## src/hdl/rslp_pkg.sv

```systemverilog
// Types, character codes and helper functions for the status line parser.
// No dependencies; the RTL modules, the checker and the testbench import it.
`timescale 1ns / 1ps

package rslp_pkg;

  typedef logic [7:0] char_t;

  typedef enum logic [2:0] {
    KIND_IGNORED    = 3'd0,
    KIND_VOLUME     = 3'd1,
    KIND_VOLUME_MAX = 3'd2,
    KIND_MUTE       = 3'd3,
    KIND_POWER      = 3'd4,
    KIND_INPUT      = 3'd5
  } kind_t;

  localparam char_t CHAR_CR    = 8'h0D;
  localparam char_t CHAR_LF    = 8'h0A;
  localparam char_t CHAR_SPACE = 8'h20;
  localparam char_t CHAR_TAB   = 8'h09;
  localparam char_t CHAR_VT    = 8'h0B;
  localparam char_t CHAR_FF    = 8'h0C;
  localparam char_t CHAR_ZERO  = 8'h30;
  localparam char_t CHAR_NINE  = 8'h39;
  localparam char_t CHAR_FIVE  = 8'h35;
  localparam char_t CHAR_A     = 8'h41;
  localparam char_t CHAR_I     = 8'h49;
  localparam char_t CHAR_M     = 8'h4D;
  localparam char_t CHAR_N     = 8'h4E;
  localparam char_t CHAR_O     = 8'h4F;
  localparam char_t CHAR_P     = 8'h50;
  localparam char_t CHAR_S     = 8'h53;
  localparam char_t CHAR_U     = 8'h55;
  localparam char_t CHAR_V     = 8'h56;
  localparam char_t CHAR_W     = 8'h57;
  localparam char_t CHAR_X     = 8'h58;
  localparam char_t CHAR_Z     = 8'h5A;

  localparam int HEAD_LEN  = 5;
  localparam int DIGIT_LEN = 3;

  localparam logic [7:0]        HALF_CEIL      = 8'd196;
  localparam logic signed [9:0] DB_OFFSET_HALF = 10'sd160;  // 80 dB in half steps
  localparam logic [7:0]        MAX_RESET      = 8'd196;
  localparam logic signed [7:0] USER_MAX_RESET = 8'sd18;

  // Snapshot of the line being assembled.
  typedef struct packed {
    logic                      len_ge1;
    logic                      len_ge2;
    logic                      len_ge4;
    logic                      len_ge5;
    char_t [HEAD_LEN-1:0]      head;
    char_t [DIGIT_LEN-1:0]     digits;
    logic [1:0]                digit_count;
    char_t [1:0]               tail;      // [1] is the latest kept char
  } line_t;

  typedef struct packed {
    kind_t      message_kind;
    logic [7:0] volume_half;
    logic [7:0] max_half;
    logic [7:0] ceiling_half;
    logic       muted;
    logic       powered;
    logic       have_volume;
    logic       state_changed;
  } result_t;

  function automatic logic is_eol(input char_t c);
    return (c == CHAR_CR) || (c == CHAR_LF);
  endfunction

  function automatic logic is_dig(input char_t c);
    return (c >= CHAR_ZERO) && (c <= CHAR_NINE);
  endfunction

  function automatic logic is_blank(input char_t c);
    return (c == CHAR_SPACE) || (c == CHAR_TAB) || (c == CHAR_VT) || (c == CHAR_FF);
  endfunction

  // Two decimal digits of whole dB to half steps; low nibble of an ASCII digit is its value.
  function automatic logic [7:0] half_from(input char_t tens, input char_t ones);
    logic [7:0] db;
    db = ({4'b0, tens[3:0]} * 8'd10) + {4'b0, ones[3:0]};
    return {db[6:0], 1'b0};
  endfunction

endpackage

```

## src/hdl/rslp_if.sv

```systemverilog
// Valid/ready channel interfaces for the status line parser.
// Depends on nothing; the payload widths follow the field list of the block.
`timescale 1ns / 1ps

interface rslp_in_if;
  logic       valid;
  logic       ready;
  logic [7:0] rx_byte;
  logic       volume_pending;

  modport source (output valid, output rx_byte, output volume_pending, input ready);
  modport sink   (input valid, input rx_byte, input volume_pending, output ready);
endinterface

interface rslp_out_if;
  logic       valid;
  logic       ready;
  logic [2:0] message_kind;
  logic [7:0] volume_half;
  logic [7:0] max_half;
  logic [7:0] ceiling_half;
  logic       muted;
  logic       powered;
  logic       have_volume;
  logic       state_changed;

  modport source (output valid, output message_kind, output volume_half, output max_half,
                  output ceiling_half, output muted, output powered, output have_volume,
                  output state_changed, input ready);
  modport sink   (input valid, input message_kind, input volume_half, input max_half,
                  input ceiling_half, input muted, input powered, input have_volume,
                  input state_changed, output ready);
endinterface

```

## src/hdl/rslp_line_asm.sv

```systemverilog
// Line assembly: keeps length, first five chars, MVMAX digit chars and last two chars.
// Depends on rslp_pkg.
`timescale 1ns / 1ps

module rslp_line_asm #(
  parameter int LINE_MAX = 64
) (
  input  logic            clk,
  input  logic            rst,
  input  logic            accept,
  input  rslp_pkg::char_t rx_byte,
  output rslp_pkg::line_t line
);
  import rslp_pkg::*;

  localparam int LCW = $clog2(LINE_MAX + 1);

  logic [LCW-1:0]         line_count;
  char_t [HEAD_LEN-1:0]   head;
  char_t [DIGIT_LEN-1:0]  digits;
  logic [1:0]             digit_count;
  char_t [1:0]            tail;

  logic keep;
  logic to_head;
  logic to_digit;

  assign keep     = !is_eol(rx_byte) && (line_count < LCW'(LINE_MAX));
  assign to_head  = line_count < LCW'(HEAD_LEN);
  assign to_digit = (digit_count < 2'(DIGIT_LEN)) &&
                    !((digit_count == 2'd0) && is_blank(rx_byte));

  always_ff @(posedge clk) begin
    if (rst) begin
      line_count  <= '0;
      digit_count <= '0;
    end else if (accept) begin
      if (is_eol(rx_byte)) begin
        line_count  <= '0;
        digit_count <= '0;
      end else if (keep) begin
        line_count <= line_count + LCW'(1);
        if (!to_head && to_digit) begin
          digit_count <= digit_count + 2'd1;
        end
      end
    end
  end

  // Char storage needs no reset: each slot is qualified by a length or count.
  always_ff @(posedge clk) begin
    if (accept && keep) begin
      if (to_head) begin
        head[line_count[2:0]] <= rx_byte;
      end else if (to_digit) begin
        digits[digit_count] <= rx_byte;
      end
      tail <= {rx_byte, tail[1]};
    end
  end

  always_comb begin
    line.len_ge1     = line_count >= LCW'(1);
    line.len_ge2     = line_count >= LCW'(2);
    line.len_ge4     = line_count >= LCW'(4);
    line.len_ge5     = line_count >= LCW'(5);
    line.head        = head;
    line.digits      = digits;
    line.digit_count = digit_count;
    line.tail        = tail;
  end

endmodule

```

## src/hdl/rslp_decoder.sv

```systemverilog
// Line decoder and status registers: decodes a finished line and updates status.
// Depends on rslp_pkg.
`timescale 1ns / 1ps

module rslp_decoder (
  input  logic              clk,
  input  logic              rst,
  input  logic              cfg_we,
  input  logic signed [7:0] cfg_wdata,
  input  logic              fire,
  input  logic              volume_pending,
  input  rslp_pkg::line_t   line,
  output rslp_pkg::result_t result
);
  import rslp_pkg::*;

  logic signed [7:0] user_max_db;
  logic [7:0]        volume_reg, volume_next;
  logic [7:0]        max_reg, max_next;
  logic              muted_reg, muted_next;
  logic              powered_reg, powered_next;
  logic              have_volume_reg, have_volume_next;
  kind_t             kind;
  logic              changed;

  logic              is_mvmax, is_mv, is_mu, is_pw, is_si, ends_on;
  logic [7:0]        max_half, vol_half;
  logic              max_ok, vol_ok;
  logic signed [9:0] own_ceil, min_ceil;

  assign is_mvmax = line.len_ge5 && line.head[0] == CHAR_M && line.head[1] == CHAR_V &&
                    line.head[2] == CHAR_M && line.head[3] == CHAR_A &&
                    line.head[4] == CHAR_X;
  assign is_mv    = line.head[0] == CHAR_M && line.head[1] == CHAR_V;
  assign is_mu    = line.head[0] == CHAR_M && line.head[1] == CHAR_U;
  assign is_pw    = (line.head[0] == CHAR_Z && line.head[1] == CHAR_M) ||
                    (line.head[0] == CHAR_P && line.head[1] == CHAR_W);
  assign is_si    = line.head[0] == CHAR_S && line.head[1] == CHAR_I;
  assign ends_on  = line.tail[0] == CHAR_O && line.tail[1] == CHAR_N;

  always_comb begin
    max_half = half_from(line.digits[0], line.digits[1]) +
               {7'b0, (line.digit_count == 2'd3) && (line.digits[2] == CHAR_FIVE)};
    max_ok   = (line.digit_count >= 2'd2) && is_dig(line.digits[0]) &&
               is_dig(line.digits[1]) && (max_half != 8'd0) && (max_half <= HALF_CEIL);
    vol_half = half_from(line.head[2], line.head[3]) +
               {7'b0, line.len_ge5 && (line.head[4] == CHAR_FIVE)};
    vol_ok   = line.len_ge4 && is_dig(line.head[2]) && is_dig(line.head[3]);
  end

  always_comb begin
    kind             = KIND_IGNORED;
    changed          = 1'b0;
    volume_next      = volume_reg;
    max_next         = max_reg;
    muted_next       = muted_reg;
    powered_next     = powered_reg;
    have_volume_next = have_volume_reg;
    if (line.len_ge2) begin
      priority if (is_mvmax) begin
        kind = KIND_VOLUME_MAX;
        if (max_ok) begin
          max_next = max_half;
          changed  = 1'b1;
        end
      end else if (is_mv) begin
        kind = KIND_VOLUME;
        if (vol_ok) begin
          if (!volume_pending) begin
            volume_next = vol_half;
          end
          have_volume_next = 1'b1;
          changed          = 1'b1;
        end
      end else if (is_mu) begin
        kind       = KIND_MUTE;
        muted_next = ends_on;
        changed    = 1'b1;
      end else if (is_pw) begin
        kind         = KIND_POWER;
        powered_next = ends_on;
        changed      = 1'b1;
      end else if (is_si) begin
        kind    = KIND_INPUT;
        changed = 1'b1;
      end else begin
        kind = KIND_IGNORED;
      end
    end
  end

  // Ceiling: min of receiver max and (user limit + 80) * 2, clamped to 0..196.
  always_comb begin
    own_ceil = {{2{user_max_db[7]}}, user_max_db} * 10'sd2 + DB_OFFSET_HALF;
    min_ceil = ($signed({2'b0, max_next}) < own_ceil) ? $signed({2'b0, max_next}) : own_ceil;
    result.message_kind  = kind;
    result.volume_half   = volume_next;
    result.max_half      = max_next;
    if (min_ceil < 10'sd0) begin
      result.ceiling_half = 8'd0;
    end else begin
      result.ceiling_half = min_ceil[7:0];
    end
    result.muted         = muted_next;
    result.powered       = powered_next;
    result.have_volume   = have_volume_next;
    result.state_changed = changed;
  end

  always_ff @(posedge clk) begin
    if (rst) begin
      user_max_db     <= USER_MAX_RESET;
      volume_reg      <= '0;
      max_reg         <= MAX_RESET;
      muted_reg       <= 1'b0;
      powered_reg     <= 1'b0;
      have_volume_reg <= 1'b0;
    end else begin
      if (cfg_we) begin
        user_max_db <= cfg_wdata;
      end
      if (fire) begin
        volume_reg      <= volume_next;
        max_reg         <= max_next;
        muted_reg       <= muted_next;
        powered_reg     <= powered_next;
        have_volume_reg <= have_volume_next;
      end
    end
  end

endmodule

```

## src/hdl/rslp_out_reg.sv

```systemverilog
// Result register: holds one decoded beat until the sink takes it.
// Depends on rslp_pkg and rslp_out_if.
`timescale 1ns / 1ps

module rslp_out_reg (
  input  logic              clk,
  input  logic              rst,
  input  logic              load,
  input  rslp_pkg::result_t data,
  output logic              free,
  rslp_out_if.source        out_ch
);
  import rslp_pkg::*;

  logic    valid;
  result_t held;

  // Free when empty or when the held beat leaves this cycle.
  assign free = !valid || out_ch.ready;

  always_ff @(posedge clk) begin
    if (rst) begin
      valid <= 1'b0;
    end else if (free) begin
      valid <= load;
    end
  end

  always_ff @(posedge clk) begin
    if (free && load) begin
      held <= data;
    end
  end

  assign out_ch.valid         = valid;
  assign out_ch.message_kind  = held.message_kind;
  assign out_ch.volume_half   = held.volume_half;
  assign out_ch.max_half      = held.max_half;
  assign out_ch.ceiling_half  = held.ceiling_half;
  assign out_ch.muted         = held.muted;
  assign out_ch.powered       = held.powered;
  assign out_ch.have_volume   = held.have_volume;
  assign out_ch.state_changed = held.state_changed;

endmodule

```

## src/hdl/receiver_status_line_parser.sv

```systemverilog
// Channel  | Dir | Payload                                          | Beat taken when
// in_ch    | in  | rx_byte, volume_pending                          | valid && ready
// out_ch   | out | message_kind, volume/max/ceiling half, flags     | valid && ready
// cfg      | in  | cfg_wdata -> user_max_db                         | cfg_we
//
// One beat per cycle. A result appears in the cycle after its line end beat.
// Throughput is set by the single result register: in_ch.ready drops only while a
// result is held and out_ch is stalled.
// Reset (rst, synchronous) empties the line, clears status, sets max to 196 and the
// user limit to 18 dB. No clearing pass is needed.
// Depends on rslp_pkg, rslp_if, rslp_line_asm, rslp_decoder, rslp_out_reg.
`timescale 1ns / 1ps

module receiver_status_line_parser #(
  parameter int LINE_MAX = 64
) (
  input  logic              clk,
  input  logic              rst,
  input  logic              cfg_we,
  input  logic signed [7:0] cfg_wdata,
  rslp_in_if.sink           in_ch,
  rslp_out_if.source        out_ch
);
  import rslp_pkg::*;

  logic    accept;
  logic    free;
  logic    fire;
  line_t   line;
  result_t result;

  // Take a beat whenever the result register can hold whatever it produces.
  assign in_ch.ready = free;
  assign accept      = in_ch.valid && free;

  // Decode only on a line end that closes a non-empty line; empty ends and
  // ordinary chars advance the line state and emit nothing.
  assign fire = accept && is_eol(in_ch.rx_byte) && line.len_ge1;

  rslp_line_asm #(
    .LINE_MAX (LINE_MAX)
  ) u_line_asm (
    .clk     (clk),
    .rst     (rst),
    .accept  (accept),
    .rx_byte (in_ch.rx_byte),
    .line    (line)
  );

  // Decoder reads the line as it stood before this beat and commits status on fire.
  rslp_decoder u_decoder (
    .clk            (clk),
    .rst            (rst),
    .cfg_we         (cfg_we),
    .cfg_wdata      (cfg_wdata),
    .fire           (fire),
    .volume_pending (in_ch.volume_pending),
    .line           (line),
    .result         (result)
  );

  // Hold the result beat until out_ch takes it.
  rslp_out_reg u_out_reg (
    .clk    (clk),
    .rst    (rst),
    .load   (fire),
    .data   (result),
    .free   (free),
    .out_ch (out_ch)
  );

endmodule

```

## src/flat_wrapper.sv

```systemverilog
// flat-port wrapper written by rule: the top's interface ports become plain ports
module receiver_status_line_parser_flat import rslp_pkg::*;
#(
  parameter int LINE_MAX = 64
)
  (clk, rst, cfg_we, cfg_wdata, in_ch_valid, in_ch_rx_byte, in_ch_volume_pending, in_ch_ready, out_ch_valid, out_ch_message_kind, out_ch_volume_half, out_ch_max_half, out_ch_ceiling_half, out_ch_muted, out_ch_powered, out_ch_have_volume, out_ch_state_changed, out_ch_ready);
  rslp_in_if in_ch_i ();
  rslp_out_if out_ch_i ();
  input  logic clk;
  input  logic rst;
  input  logic cfg_we;
  input  logic signed [7:0] cfg_wdata;
  input wire logic [$bits(in_ch_i.valid)-1:0] in_ch_valid;
  input wire logic [$bits(in_ch_i.rx_byte)-1:0] in_ch_rx_byte;
  input wire logic [$bits(in_ch_i.volume_pending)-1:0] in_ch_volume_pending;
  output wire logic [$bits(in_ch_i.ready)-1:0] in_ch_ready;
  output wire logic [$bits(out_ch_i.valid)-1:0] out_ch_valid;
  output wire logic [$bits(out_ch_i.message_kind)-1:0] out_ch_message_kind;
  output wire logic [$bits(out_ch_i.volume_half)-1:0] out_ch_volume_half;
  output wire logic [$bits(out_ch_i.max_half)-1:0] out_ch_max_half;
  output wire logic [$bits(out_ch_i.ceiling_half)-1:0] out_ch_ceiling_half;
  output wire logic [$bits(out_ch_i.muted)-1:0] out_ch_muted;
  output wire logic [$bits(out_ch_i.powered)-1:0] out_ch_powered;
  output wire logic [$bits(out_ch_i.have_volume)-1:0] out_ch_have_volume;
  output wire logic [$bits(out_ch_i.state_changed)-1:0] out_ch_state_changed;
  input wire logic [$bits(out_ch_i.ready)-1:0] out_ch_ready;
  assign in_ch_i.valid = in_ch_valid;
  assign in_ch_i.rx_byte = in_ch_rx_byte;
  assign in_ch_i.volume_pending = in_ch_volume_pending;
  assign in_ch_ready = in_ch_i.ready;
  assign out_ch_valid = out_ch_i.valid;
  assign out_ch_message_kind = out_ch_i.message_kind;
  assign out_ch_volume_half = out_ch_i.volume_half;
  assign out_ch_max_half = out_ch_i.max_half;
  assign out_ch_ceiling_half = out_ch_i.ceiling_half;
  assign out_ch_muted = out_ch_i.muted;
  assign out_ch_powered = out_ch_i.powered;
  assign out_ch_have_volume = out_ch_i.have_volume;
  assign out_ch_state_changed = out_ch_i.state_changed;
  assign out_ch_i.ready = out_ch_ready;
  receiver_status_line_parser #(.LINE_MAX(LINE_MAX)) u_core (.clk(clk), .rst(rst), .cfg_we(cfg_we), .cfg_wdata(cfg_wdata), .in_ch(in_ch_i), .out_ch(out_ch_i));
endmodule
```

## config.mk

```make
export PLATFORM = sky130hd
export DESIGN_NAME = receiver_status_line_parser_flat
export DESIGN_NICKNAME = d
export VERILOG_FILES = /design/src/hdl/rslp_pkg.sv /design/src/hdl/rslp_if.sv /design/src/hdl/rslp_line_asm.sv /design/src/hdl/rslp_decoder.sv /design/src/hdl/rslp_out_reg.sv /design/src/hdl/receiver_status_line_parser.sv /design/src/flat_wrapper.sv
export SDC_FILE = /design/constraint.sdc
export NUM_CORES = 1
export LEC_CHECK = 0
export BUFFER_PORTS_ARGS = -buffer_cell sky130_fd_sc_hd__buf_2
export CAP_MARGIN = 15
export CORE_AREA = 3 3 169 171
export CTS_BUF_LIST = sky130_fd_sc_hd__clkbuf_16
export DETAILED_ROUTE_END_ITERATION = 12
export DIE_AREA = 0 0 172 174
export GPL_TIMING_DRIVEN = 0
export SLEW_MARGIN = 25
export SYNTH_ARGS = -nofsm -noshare
export SYNTH_HDL_FRONTEND = slang
export SYNTH_SLANG_ARGS = --single-unit
```

## constraint.sdc

```tcl
create_clock -name clk -period 5.05 [get_ports clk]
set_input_delay 0.505 -clock clk [delete_from_list [all_inputs] [get_ports clk]]
set_output_delay 0.505 -clock clk [all_outputs]
set_load 0.01 [all_outputs]
```

==> results.md, run 1 <==
- Outcome: completed
- Most common cell after layout, fill and taps aside: edfxtp_1
- Leftover overflow at the end of global routing: 0
- Startpoint type of the worst setup path: flop
- Drt wl/cell: 15.83 um
- Internal power: 0.002112 W
- Fmax: 202.4 MHz
- Maximum clock path buffer count: 2
- First-pass GRT wire length: 24.04 mm
- Post-synth EDFFs: 111
- Antenna viol nets, final: 0
- Net Sw Frac: 0.2402
- Die H: 174 um
- HP Class: in -> reg
- RR Endpoint: u_core.u_out_reg.out_ch.ceiling_half[5]
- # nets final: 681
- Peak supply drop: 0.2183 mV
- Final slew viol count: 0
- Crit path kind: reg -> reg
- Hold path startpoint: cfg_wdata[4]
- Flop pwr share: 0.483
- Most frequent cells in the layout: edfxtp_1, buf_2, nor2_1
- PwrDens: 331.5 nW/um^2
- Req. time, crit path: 5.30 ns
- Worst Path Max Fanout: 5
- DR pass1 iterations: 5
- Setup violators final: 0
- Drt total wl: 15.57 mm
- Clock sinks: 148
- Area Growth Syn to Fin: 24.36%
- DIE AREA: 29,930 sq um
- FP Rows: 60
- Clk pwr share: 0.452
- Syn nets: 594
- Flop2flop setup slack: 0.11 ns
- Number of port buffers: 52
- Clk_lat worst skew: 0.43 ns
- Hold path depth: 3
- Ratio of cells with drive above 1 in the final layout: 0.2477
- Post-detail-place hpwl: 10.80 mm
- Top_reg_cell synth: edfxtp_1
- Comb pwr share: 0.065
- Slew margin rel.: 0.3774
- WHS Endpoint: u_core.u_decoder.user_max_db[4]
- Initial antenna violation count: 1
- Number of global-route vias before repair: 4,306
- H-tree lvl count: 4
- CTS tree: done
- Synth unique cells: 71
- Final Hold Viols: 0
- Critical path endpoint category: flop
- Ys async rst share: 0
- Worst Setup Slack, final: 0.1104 ns
- GPL Wtd Cong: 0.7932
- Num CTS Buffers: 17
- Ys Warns: 0
- Via Count: 4,545
- # IOs: 55
- Final critical-path required period: 4.940 ns
- RSZ-0062 raised after global routing: true
- Area of the multi-input gates: 2643 sq um
- Min Hold Slack: 0.3136 ns
- Total Routing Usage GR: 0.1033
- Root Driver: clkbuf_16
- CTS clk-pin slew, worst paths: 0.06 ns
- Vias per Instance: 4.624
- Core area: 27,030 sq um
- Part of the cycle the worst path needs: 0.9781
- Chip Width: 172 um
- Worst slew pin tran: 0.9210 ns
- Post-synthesis sequential area ratio: 0.6040
- Largest register FFs: 80
- Netlist Area Pre-Place: 6745 sq um
- FF+latch area: 4074 sq um
- Max Cap Viol: 0
- Syn_area_per_cell: 12.45 sq um
- RR Startpoint: u_core.u_line_asm.line[21]
- Static Leakage: 2.998 nW
- Pre-CTS setup slack: -0.8695 ns
- CP arrival: 5.19 ns
- Largest net degree at the start of global routing: 27
- Final Skew: 0.009976 ns
- #FFs+latches synth: 148
- Ant. Diodes: 0
- Net switching power: 0.0006680 W
- Setup TNS: 0 ns
- Drt initial violations: 312
- Worst Reg-to-Reg Cells: 20
- Post-synthesis cell count: 542
- # fillers: 2,709
- Remaining routing DRC violations: 0
- Initial core utilization: 0.2496
- # hold bufs at CTS: 0
==> metal layers <==
metal,track usage,share of wire,vias to the layer above
li1,-,-,2226
met1,0.1430,0.48,2208
met2,0.1559,0.46,92
met3,0.02411,0.041,17
met4,0.04059,0.015,2
met5,0,0.0013,-
==> area by class of cell <==
type                    count  area share
plain buffers              17     0.01357
clock buffers              17     0.05072
clock inverters            15     0.01954
inverters                  35     0.01566
multi-input cells         342      0.3150
flip-flops and latches    148      0.4857
well taps                 341     0.05087
repair buffers             68     0.04893
==> cells by family after synthesis <==
group / synth area share
xor+xnor: 0.01428
buf+inv: 0.03061
simple gates: 0.1530
mux: 0.03728
fa+ha+maj: 0.06010
flops: 0.6040
compound gates: 0.1007
==> cell usage after synthesis, types with 4 or more instances <==
cell type  number  area, sq um
nor2b_1         7        43.79
ha_1           26        325.3
a21o_1          5        37.54
and3_1          5        31.28
a221oi_1        4        35.03
nor3_1         11        55.05
o21ai_0        24        120.1
nor2_1         52        195.2
edfxtp_1      111         3333
xor2_1          7        61.31
or3_1           5        31.28
inv_1          35        131.4
a211oi_1        4        30.03
nand4_1         7        43.79
or2_2           5        31.28
xnor2_1         4        35.03
o31ai_1         6        45.04
o21a_1          6        45.04
a21oi_1        20        100.1
or4_1           6        45.04
nor3b_1         4        30.03
fa_1            4        80.08
mux2_2          9        101.4
dfxtp_1        37        740.7
nand3_1         9        45.04
nand2_1        18        67.56
mux2i_1        15        150.1
nand4b_1        5        43.79
nor4_1         10        62.56
clkbuf_1       13        48.80
==> through the flow <==
stage / power [W] / std cells / util / area, sq um
finish: 0.002780 / 983 / 0.3104 / 8388
detailed placement: 0.001506 / 936 / 0.2763 / 7467
CTS: 0.002771 / 974 / 0.3039 / 8213
global route: 0.002874 / 983 / 0.3104 / 8388
global placement: 0.001503 / 935 / 0.2750 / 7432
floorplan: 0.001451 / 542 / - / 6745
==> power groups by stage <==
stage               logic [W]  registers, W  clock network (W)
floorplan           0.0000854       0.00137                  0
global placement     0.000134       0.00137                  0
detailed placement   0.000136       0.00137                  0
CTS                  0.000149       0.00134            0.00128
global route         0.000197       0.00135            0.00133
finish               0.000181       0.00134            0.00126
==> repair_timing <==
action | in CTS | in global routing
setup buffers | 6 | 8
pin swaps | 4 | 10
cloned | 0 | 1
setup endpoints to repair | 8 | 8
resized for setup | 29 | 24
==> worst max-delay path by stage <==
stage | startpoint | endpoint | slack, ns | cells past startpoint
floorplan | u_core.u_line_asm.line[18] | u_core.u_out_reg.out_ch.ceiling_half[3] | 0.07 | 18
global placement | u_core.u_line_asm.line[18] | u_core.u_out_reg.out_ch.ceiling_half[4] | -0.87 | 18
detailed placement | u_core.u_line_asm.line[18] | u_core.u_out_reg.out_ch.ceiling_half[4] | -0.87 | 18
CTS | u_core.u_line_asm.line[19] | u_core.u_out_reg.out_ch.ceiling_half[4] | 0.0005 | 21
global route | u_core.u_line_asm.line[21] | u_core.u_out_reg.out_ch.ceiling_half[5] | -0.05 | 20
finish | u_core.u_line_asm.line[21] | u_core.u_out_reg.out_ch.ceiling_half[5] | 0.11 | 20
==> worst max-delay path, cell delays in order (launching register included) <==
cell and delay (ns):
edfxtp_1 0.40, ha_1 0.32, ha_2 0.19, inv_2 0.05, fa_1 0.43, nor2b_1 0.15, and4_1 0.24, nor4_2 0.07
a2111o_1 0.52, buf_4 0.18, or3_1 0.36, nand2_1 0.13, ha_1 0.25, a21o_1 0.18, a21oi_2 0.16, and3_1 0.18
a311o_1 0.21, ha_4 0.24, buf_8 0.13, o21a_1 0.11, a221oi_2 0.26
Power figures use the tool's default switching activity.
==> run 2: changes to the inputs <==
--- a/config.mk
+++ b/config.mk
@@ -7,12 +7,13 @@
 export LEC_CHECK = 0
 export BUFFER_PORTS_ARGS = -buffer_cell sky130_fd_sc_hd__buf_2
 export CAP_MARGIN = 15
-export CORE_AREA = 3 3 169 171
+export CORE_AREA = 3 3 172 174
 export CTS_BUF_LIST = sky130_fd_sc_hd__clkbuf_16
 export DETAILED_ROUTE_END_ITERATION = 12
-export DIE_AREA = 0 0 172 174
+export DIE_AREA = 0 0 175 177
 export GPL_TIMING_DRIVEN = 0
 export SLEW_MARGIN = 25
 export SYNTH_ARGS = -nofsm -noshare
 export SYNTH_HDL_FRONTEND = slang
+export SYNTH_HIERARCHICAL = 1
 export SYNTH_SLANG_ARGS = --single-unit
==> run 2 against run 1 <==
The flow now finishes with violations (setup timing); wire length rose by 3.2%; via count up 4.2%; synthesized area grew 4.5%; first-iteration DRC count up 12%; sequential share of layout area shrank 1.5 points; core utilization hardly changed; setup slack got worse by 0.13 ns; non-clock buffer count decreased by 3; fmax decreased by 2.5%; synthesized cell count increased by 2.2%; sequential power barely moved.
==> results.md, run 2 <==
- Netlist Area Pre-Place: 7047 sq um (+4.5%)
- Clock sinks: 148 (unchanged)
- Post-synth EDFFs: 111 (unchanged)
- # IOs: 55 (unchanged)
- Met2 wire length: 7.690 mm (+7.9%)
- Most common cell after layout, fill and taps aside: edfxtp_1
- Static Leakage: 3.111 nW (+3.8%)
- Worst path max stage delay: 0.56 ns (+0.04 ns)
- Synth cell count leaders: edfxtp_1, nor2_1, dfxtp_1
- Startpoint type of the worst setup path: flop
- Final slew viol count: 0 (unchanged)
- Critical path endpoint category: flop
- DR pass1 iterations: 5 (unchanged)
- DR WL met3: 689 um (+7.2%)
- Core area: 27,930 sq um (+3.4%)
- Syn_area_per_cell: 12.72 sq um (+2.2%)
- Antenna viol nets, final: 0 (unchanged)
- First-pass GRT wire length: 25.44 mm (+5.8%)
- Slew margin rel.: 0.4882 (+0.1108)
- Initial antenna violation count: 0 (-1)
- Cell taking the most area after synthesis: edfxtp_1
- Initial core utilization: 0.2523 (+0.002679)
- Chip Width: 175 um (+1.7%)
- #FFs+latches synth: 148 (unchanged)
- Crit path kind: reg -> reg
- Post-synthesis sequential area ratio: 0.5781 (-0.02584)
- Fmax: 197.3 MHz (-2.5%)
- Worst Path Max Fanout: 5 (unchanged)
- Worst Setup Slack, final: -0.01829 ns (-0.1287 ns)
- Final Skew: 0.01132 ns (+0.001345 ns)
- Final Non-Filler Cells: 1,030 (+4.8%)
- Total power: 0.002674 W (-3.8%)
- Synth unique cells: 98 (+38%)
- Crit path top cell by count: ha_4
- Number of port buffers: 53 (+1.9%)
- Root Driver: clkbuf_16
- Largest net degree at the start of global routing: 32 (+19%)
- H-tree lvl count: 4 (unchanged)
- Clk_lat worst skew: 0.42 ns (about the same)
- Num CTS Buffers: 17 (unchanged)
- Post-detail-place hpwl: 11.31 mm (+4.7%)
- M1 WL: 7.482 mm (-0.74%)
- Ys async rst share: 0 (unchanged)
- PwrDens: 308.7 nW/um^2 (-6.9%)
- Outcome: finished, violations left
- CP top delay family: adder cells
- Largest cells by area after synthesis: edfxtp_1, dfxtp_1, ha_1
- GPL Wtd Cong: 0.8247 (+4.0%)
- Via Count: 4,735 (+4.2%)
- Max Cap Viol: 0 (unchanged)
- RSZ-0062 raised after global routing: true
- Worst slew pin tran: 0.7663 ns (-0.1547 ns)
- Top_reg_cell synth: edfxtp_1
- CTS clk-pin slew, worst paths: 0.06 ns (about the same)
- CTS tree: done
- CP arrival: 5.30 ns (+0.11 ns)
- Most frequent cells in the layout: edfxtp_1, buf_2, nor2_1, dfxtp_1
- Maximum clock path buffer count: 2 (unchanged)
- Final Hold Viols: 0 (unchanged)
- Ys Warns: 6 (+6)
- Largest register FFs: 80 (unchanged)
- Area Growth Syn to Fin: 22.94%
- Drt total wl: 16.07 mm (+3.2%)
- Drt initial violations: 349 (+12%)
- Post-synthesis cell count: 554 (+2.2%)
- Worst path cell trace: ha_1, ha_2, inv_2, fa_2, nand2b_4, or4_4, a21bo_4, o2111a_2, nand2_2, mux2_4, ha_4, nand3_4, o21ai_4, o22ai_1, a31o_2, ha_4, clkinvlp_4, buf_4, a221oi_2
- Remaining routing DRC violations: 0 (unchanged)
- Final critical-path required period: 5.068 ns (+0.1287 ns)
- FP Rows: 61 (+1.7%)
- Slowest CP cell: or4_4
- HP Class: in -> reg
- Min Hold Slack: 0.3161 ns (+0.002525 ns)
- Part of the cycle the worst path needs: 1.004 (+0.02548)
- Worst Path Buf+Inv: 3 (unchanged)
- Yosys top cell area share: 0.4730 (-0.02115)
- Count leader, synth: edfxtp_1
- Total Routing Usage GR: 0.1060 (+0.002703)
- DIE AREA: 30,980 sq um (+3.5%)
- Vias per Instance: 4.597 (-0.57%)
- Placed Instances: 985 (+5.2%)
- Setup TNS: -0.02084 ns (-0.02084 ns)
- Drt wl/cell: 15.60 um (-1.5%)
- Req. time, crit path: 5.28 ns (-0.02 ns)
- Leftover overflow at the end of global routing: 0 (unchanged)
- Syn nets: 606 (+2.0%)
- Ant. Diodes: 0 (unchanged)
- Number of global-route vias before repair: 4,702 (+9.2%)
- Ratio of cells with drive above 1 in the final layout: 0.2853 (+0.03761)
- Failing checks: setup timing
- # nets final: 691 (+1.5%)
- Peak supply drop: 0.2311 mV (+5.8%)
- Die H: 177 um (+1.7%)
- Setup violators final: 2 (+2)
- DR top layer: met4
[run 2: cell count changes after synthesis, moves of 5 or more]
cell      delta
buf_4        +6
clkbuf_1     -9
inv_1        -9
mux2_2       -7
mux2_4       +7
nand2_1     +16
nand3_1      +5
nor2_1      -13
nor3_1       +7
o21ai_0      -7
o21ai_1      +5
o31ai_1      -5
xor2_1       -5
[run 2: area by class of cell]
cell class	count	area [sq um]
Fill cell	2820	19270
Sequential cell	148	4074
Multi-Input combinational cell	363	3012
Tap cell	378	473.0
Clock buffer	17	425.4
Timing Repair Buffer	68	381.6
Inverter	27	105.1
Clock inverter	15	101.3
Buffer	14	91.34
[run 2: stage by stage]
step	setup slack (ns)	area, sq um	util
after floorplan	0.01898	7047	-
after global placement	-0.4051	7785	0.2787
after detailed placement	-0.4710	7800	0.2792
after CTS	0.002474	8506	0.3045
after global routing	-0.1365	8663	0.3101
final	-0.01829	8663	0.3101
[run 2: kinds of logic (layout without fill, tap and decap cells)]
kind of cell,Yosys count,after routing,share of synthesized area
simple gates,198,198,0.1726
fa+ha+maj,30,30,0.05753
mux,26,26,0.04244
xor+xnor,9,9,0.01119
buf+inv,43,141,0.03036
compound gates,100,100,0.1078
flops,148,148,0.5781
[run 2: worst register-to-register path, delay by kind of cell (launching register included)]
family                   cells  cell delay [ns]
AO/OA/AOI/OAI                6             1.32
buffers and inverters        3             0.41
flip-flops                   1             0.41
AND/OR/NAND/NOR              4             0.89
adder cells (fa/ha/maj)      5             1.52
multiplexers                 1             0.34
[run 2: timing repair]
item	4_1_cts	5_1_grt
hold buffers	0	0
setup endpoints to repair	8	8
gates resized for setup	23	25
pin swaps	10	16
buffers inserted	11	4
endpoints found under the hold margin	0	0
[run 2: routing by layer]
| metal | vias up | global-route usage |
|---|---|---|
| met5 | - | 0 |
| met4 | 0 | 0.03025 |
| met3 | 19 | 0.02789 |
| met2 | 93 | 0.1755 |
| met1 | 2334 | 0.1371 |
| li1 | 2289 | - |
[run 2: path summary, 6_finish.rpt]
kind                              start                                 endpoint  slack [ns]  depth (start not counted)
max reg2reg  u_core/u_line_asm/line[19]  u_core/u_out_reg/out_ch.ceiling_half[2]       -0.02                         19
min reg2reg  u_core/u_line_asm/line[11]                u_core/u_line_asm/line[3]        0.44                          0
min                        cfg_wdata[4]          u_core/u_decoder/user_max_db[4]        0.32                          3
max          u_core/u_line_asm/line[19]  u_core/u_out_reg/out_ch.ceiling_half[2]       -0.02                         19
[run 2: report_power, final]
| part | internal (W) | total, W | switching, W |
|---|---|---|---|
| registers | 0.00133 | 0.00135 | 0.0000152 |
| clock network | 0.000660 | 0.00113 | 0.000471 |
| logic | 0.0000863 | 0.000196 | 0.000109 |
| total | 0.00208 | 0.00267 | 0.000596 |
==> run 3: changes to the inputs <==
--- a/config.mk
+++ b/config.mk
@@ -12,6 +12,7 @@
 export DETAILED_ROUTE_END_ITERATION = 12
 export DIE_AREA = 0 0 175 177
 export GPL_TIMING_DRIVEN = 0
+export SETUP_SLACK_MARGIN = 0.5
 export SLEW_MARGIN = 25
 export SYNTH_ARGS = -nofsm -noshare
 export SYNTH_HDL_FRONTEND = slang
==> run 3 against run 2 <==
The run now ends clean; via count rose by 2.4%; sequential cell count did not move; wire length rose by 4.6%; hold slack got worse by 0.011 ns; clock power rose by 16%; combinational power rose by 9%; setup slack improved by 0.21 ns; fmax rose by 4.3%; clock skew rose by 0.0036 ns; register-to-register slack improved by 0.21 ns; global-route usage rose by 0.44 points; sequential share of layout area fell by 2.2 points; largest cell class unchanged; highest routed layer unchanged.
==> results.md, run 3 (synthesis results as in run 2) <==
- # hold bufs at CTS: 0 (unchanged)
- Drt initial violations: 327 (-6.3%)
- Drt wl/cell: 15.85 um (+1.6%)
- Final Hold Viols: 0 (unchanged)
- # fillers: 2,784 (-1.3%)
- Total power: 0.002872 W (+7.4%)
- Final Skew: 0.01492 ns (+0.003597 ns)
- Max Cap Viol: 0 (unchanged)
- Die H: 177 um (unchanged)
- Drt total wl: 16.81 mm (+4.6%)
- Setup violators final: 0 (-2)
- Min Hold Slack: 0.3047 ns (-0.01144 ns)
- Final instance area: 9082 sq um (+4.8%)
- Worst Path Buf+Inv: 3 (unchanged)
- FP Rows: 61 (unchanged)
- Pre-CTS setup slack: -0.08665 ns (+0.3844 ns)
- Via Count: 4,850 (+2.4%)
- Antenna viol nets, final: 0 (unchanged)
- Maximum clock path buffer count: 2 (unchanged)
- Critical path endpoint category: flop
- Worst path max stage delay: 0.57 ns (about the same)
- Worst path cell trace: ha_1, ha_2, inv_2, fa_2, xnor2_2, or4_4, a21bo_4, o2111a_2, nand2_2, mux2_4, ha_4, nand3_4, o21ai_2, o22ai_1, a31o_2, ha_4, buf_8, clkinv_8, nor2_4, nand2_1, o32a_1, o211ai_1
- CTS tree: done
- Slowest CP cell: or4_4
- Crit path top cell by count: ha_4
- H-tree lvl count: 4 (unchanged)
- Clock sinks: 148 (unchanged)
- PwrDens: 316.2 nW/um^2 (+2.4%)
- Worst Path Max Fanout: 6 (+1)
- Part of the cycle the worst path needs: 0.9622 (-0.04143)
- DIE AREA: 30,980 sq um (unchanged)
- Num CTS Buffers: 17 (unchanged)
- Ant. Diodes: 0 (unchanged)
- Peak supply drop: 0.2370 mV (+2.6%)
- CTS clk-pin slew, worst paths: 0.06 ns (about the same)
- # nets final: 722 (+4.5%)
- Most frequent cells in the layout: edfxtp_1, buf_2, buf_4
- HP Class: in -> reg
- Outcome: completed
- Number of global-route vias before repair: 4,820 (+2.5%)
- Fmax: 205.8 MHz (+4.3%)
- Initial antenna violation count: 0 (unchanged)
- # IOs: 55 (unchanged)
- Final Non-Filler Cells: 1,061 (+3.0%)
- Number of port buffers: 53 (unchanged)
- Total Routing Usage GR: 0.1104 (+0.004448)
- Static Leakage: 3.330 nW (+7.0%)
- Post-detail-place hpwl: 11.27 mm (-0.35%)
- Area of the multi-input gates: 3058 sq um (+1.5%)
- Largest net degree at the start of global routing: 32 (unchanged)
- Slew margin rel.: 0.4795 (-0.008754)
- Placed instance area: 7863 sq um (+0.80%)
- Clk_lat worst skew: 0.43 ns (about the same)
- Placed Instances: 985 (unchanged)
- First-pass GRT wire length: 26.64 mm (+4.7%)
- Req. time, crit path: 5.31 ns (+0.03 ns)
- Core area: 27,930 sq um (unchanged)
- Final slew viol count: 0 (unchanged)
- CP arrival: 5.12 ns (-0.18 ns)
- Worst slew pin tran: 0.7794 ns (+0.01311 ns)
- Startpoint type of the worst setup path: flop
- Worst Setup Slack, final: 0.1909 ns (+0.2092 ns)
- DR pass1 iterations: 4 (-1)
- Leftover overflow at the end of global routing: 0 (unchanged)
- Chip Width: 175 um (unchanged)
- RSZ-0062 raised after global routing: true
- GPL Wtd Cong: 0.7911 (-4.1%)
- Final critical-path required period: 4.859 ns (-0.2092 ns)
- Vias per Instance: 4.571 (-0.56%)
- Most common cell after layout, fill and taps aside: edfxtp_1
- Largest register FFs: 80 (unchanged)
- Ratio of cells with drive above 1 in the final layout: 0.3353 (+0.05001)
- Crit path kind: reg -> reg
- Initial core utilization: 0.2523 (unchanged)
- Area Growth Syn to Fin: 28.89%
- FF+latch area: 4074 sq um (unchanged)
- Remaining routing DRC violations: 0 (unchanged)
- Root Driver: clkbuf_16
- CP top delay family: adder cells
[run 3: changes by cell type in the layout (fill, tap and decap cells not counted), sizes merged]
cell,change
clkinvlp,-4
clkinv,-4
inv,+7
buf,+31
bufinv,+1
[run 3: repair_timing]
item                       in CTS  in global routing
setup endpoints to repair       8                  8
resized for setup              30                 22
pin swaps                       9                 18
setup buffers                  27                 17
[run 3: where the power goes]
| group | internal, W | leakage (nW) | total, W | switching, W |
|---|---|---|---|---|
| clock network | 0.000754 | 0.300 | 0.00131 | 0.000559 |
| logic | 0.0000969 | 1.71 | 0.000213 | 0.000116 |
| registers | 0.00133 | 1.32 | 0.00135 | 0.0000151 |
| total | 0.00218 | 3.33 | 0.00287 | 0.000690 |
[run 3: routing by layer]
layer	GRT usage	part of all wire	up-vias
li1	-	-	2354
met1	0.1448	0.46	2376
met2	0.1795	0.48	101
met3	0.02939	0.047	19
met4	0.03291	0.014	0
met5	0	0	-
[run 3: worst reg2reg max path, cell delays in order (launching register included)]
cell and delay, ns:
edfxtp_1 0.41, ha_1 0.30, ha_2 0.16, inv_2 0.04, fa_2 0.37, xnor2_2 0.15
or4_4 0.57, a21bo_4 0.25, o2111a_2 0.29, nand2_2 0.07, mux2_4 0.33, ha_4 0.29
nand3_4 0.07, o21ai_2 0.17, o22ai_1 0.10, a31o_2 0.24, ha_4 0.27, buf_8 0.13
clkinv_8 0.07, nor2_4 0.08, nand2_1 0.07, o32a_1 0.17, o211ai_1 0.10
[run 3: worst paths after layout]
| kind | startpoint | to | slack [ns] | cells after the start |
|---|---|---|---|---|
| worst min register to register | u_core/u_line_asm/line[12] | u_core/u_line_asm/line[4] | 0.44 | 0 |
| worst max-delay path | u_core/u_line_asm/line[19] | u_core/u_out_reg/out_ch.ceiling_half[7] | 0.19 | 22 |
| worst max register to register | u_core/u_line_asm/line[19] | u_core/u_out_reg/out_ch.ceiling_half[7] | 0.19 | 22 |
| worst min-delay path | cfg_wdata[1] | u_core/u_decoder/user_max_db[1] | 0.30 | 3 |
[run 3: per-stage QoR]
stage | util | setup TNS (ns)
5_1_grt | 0.3251 | -0.01298
2_1_floorplan | - | 0
3_3_place_gp | 0.2807 | -0.007392
3_5_place_dp | 0.2815 | -0.1838
6_report | 0.3251 | 0
4_1_cts | 0.3160 | 0
[run 3: area by class of cell]
| type | count | area share |
|---|---|---|
| flip-flops and latches | 148 | 0.4485 |
| multi-input cells | 363 | 0.3367 |
| repair buffers | 97 | 0.07026 |
| well taps | 378 | 0.05207 |
| clock buffers | 17 | 0.04684 |
| clock inverters | 15 | 0.02053 |
| plain buffers | 16 | 0.01254 |
| inverters | 27 | 0.01254 |
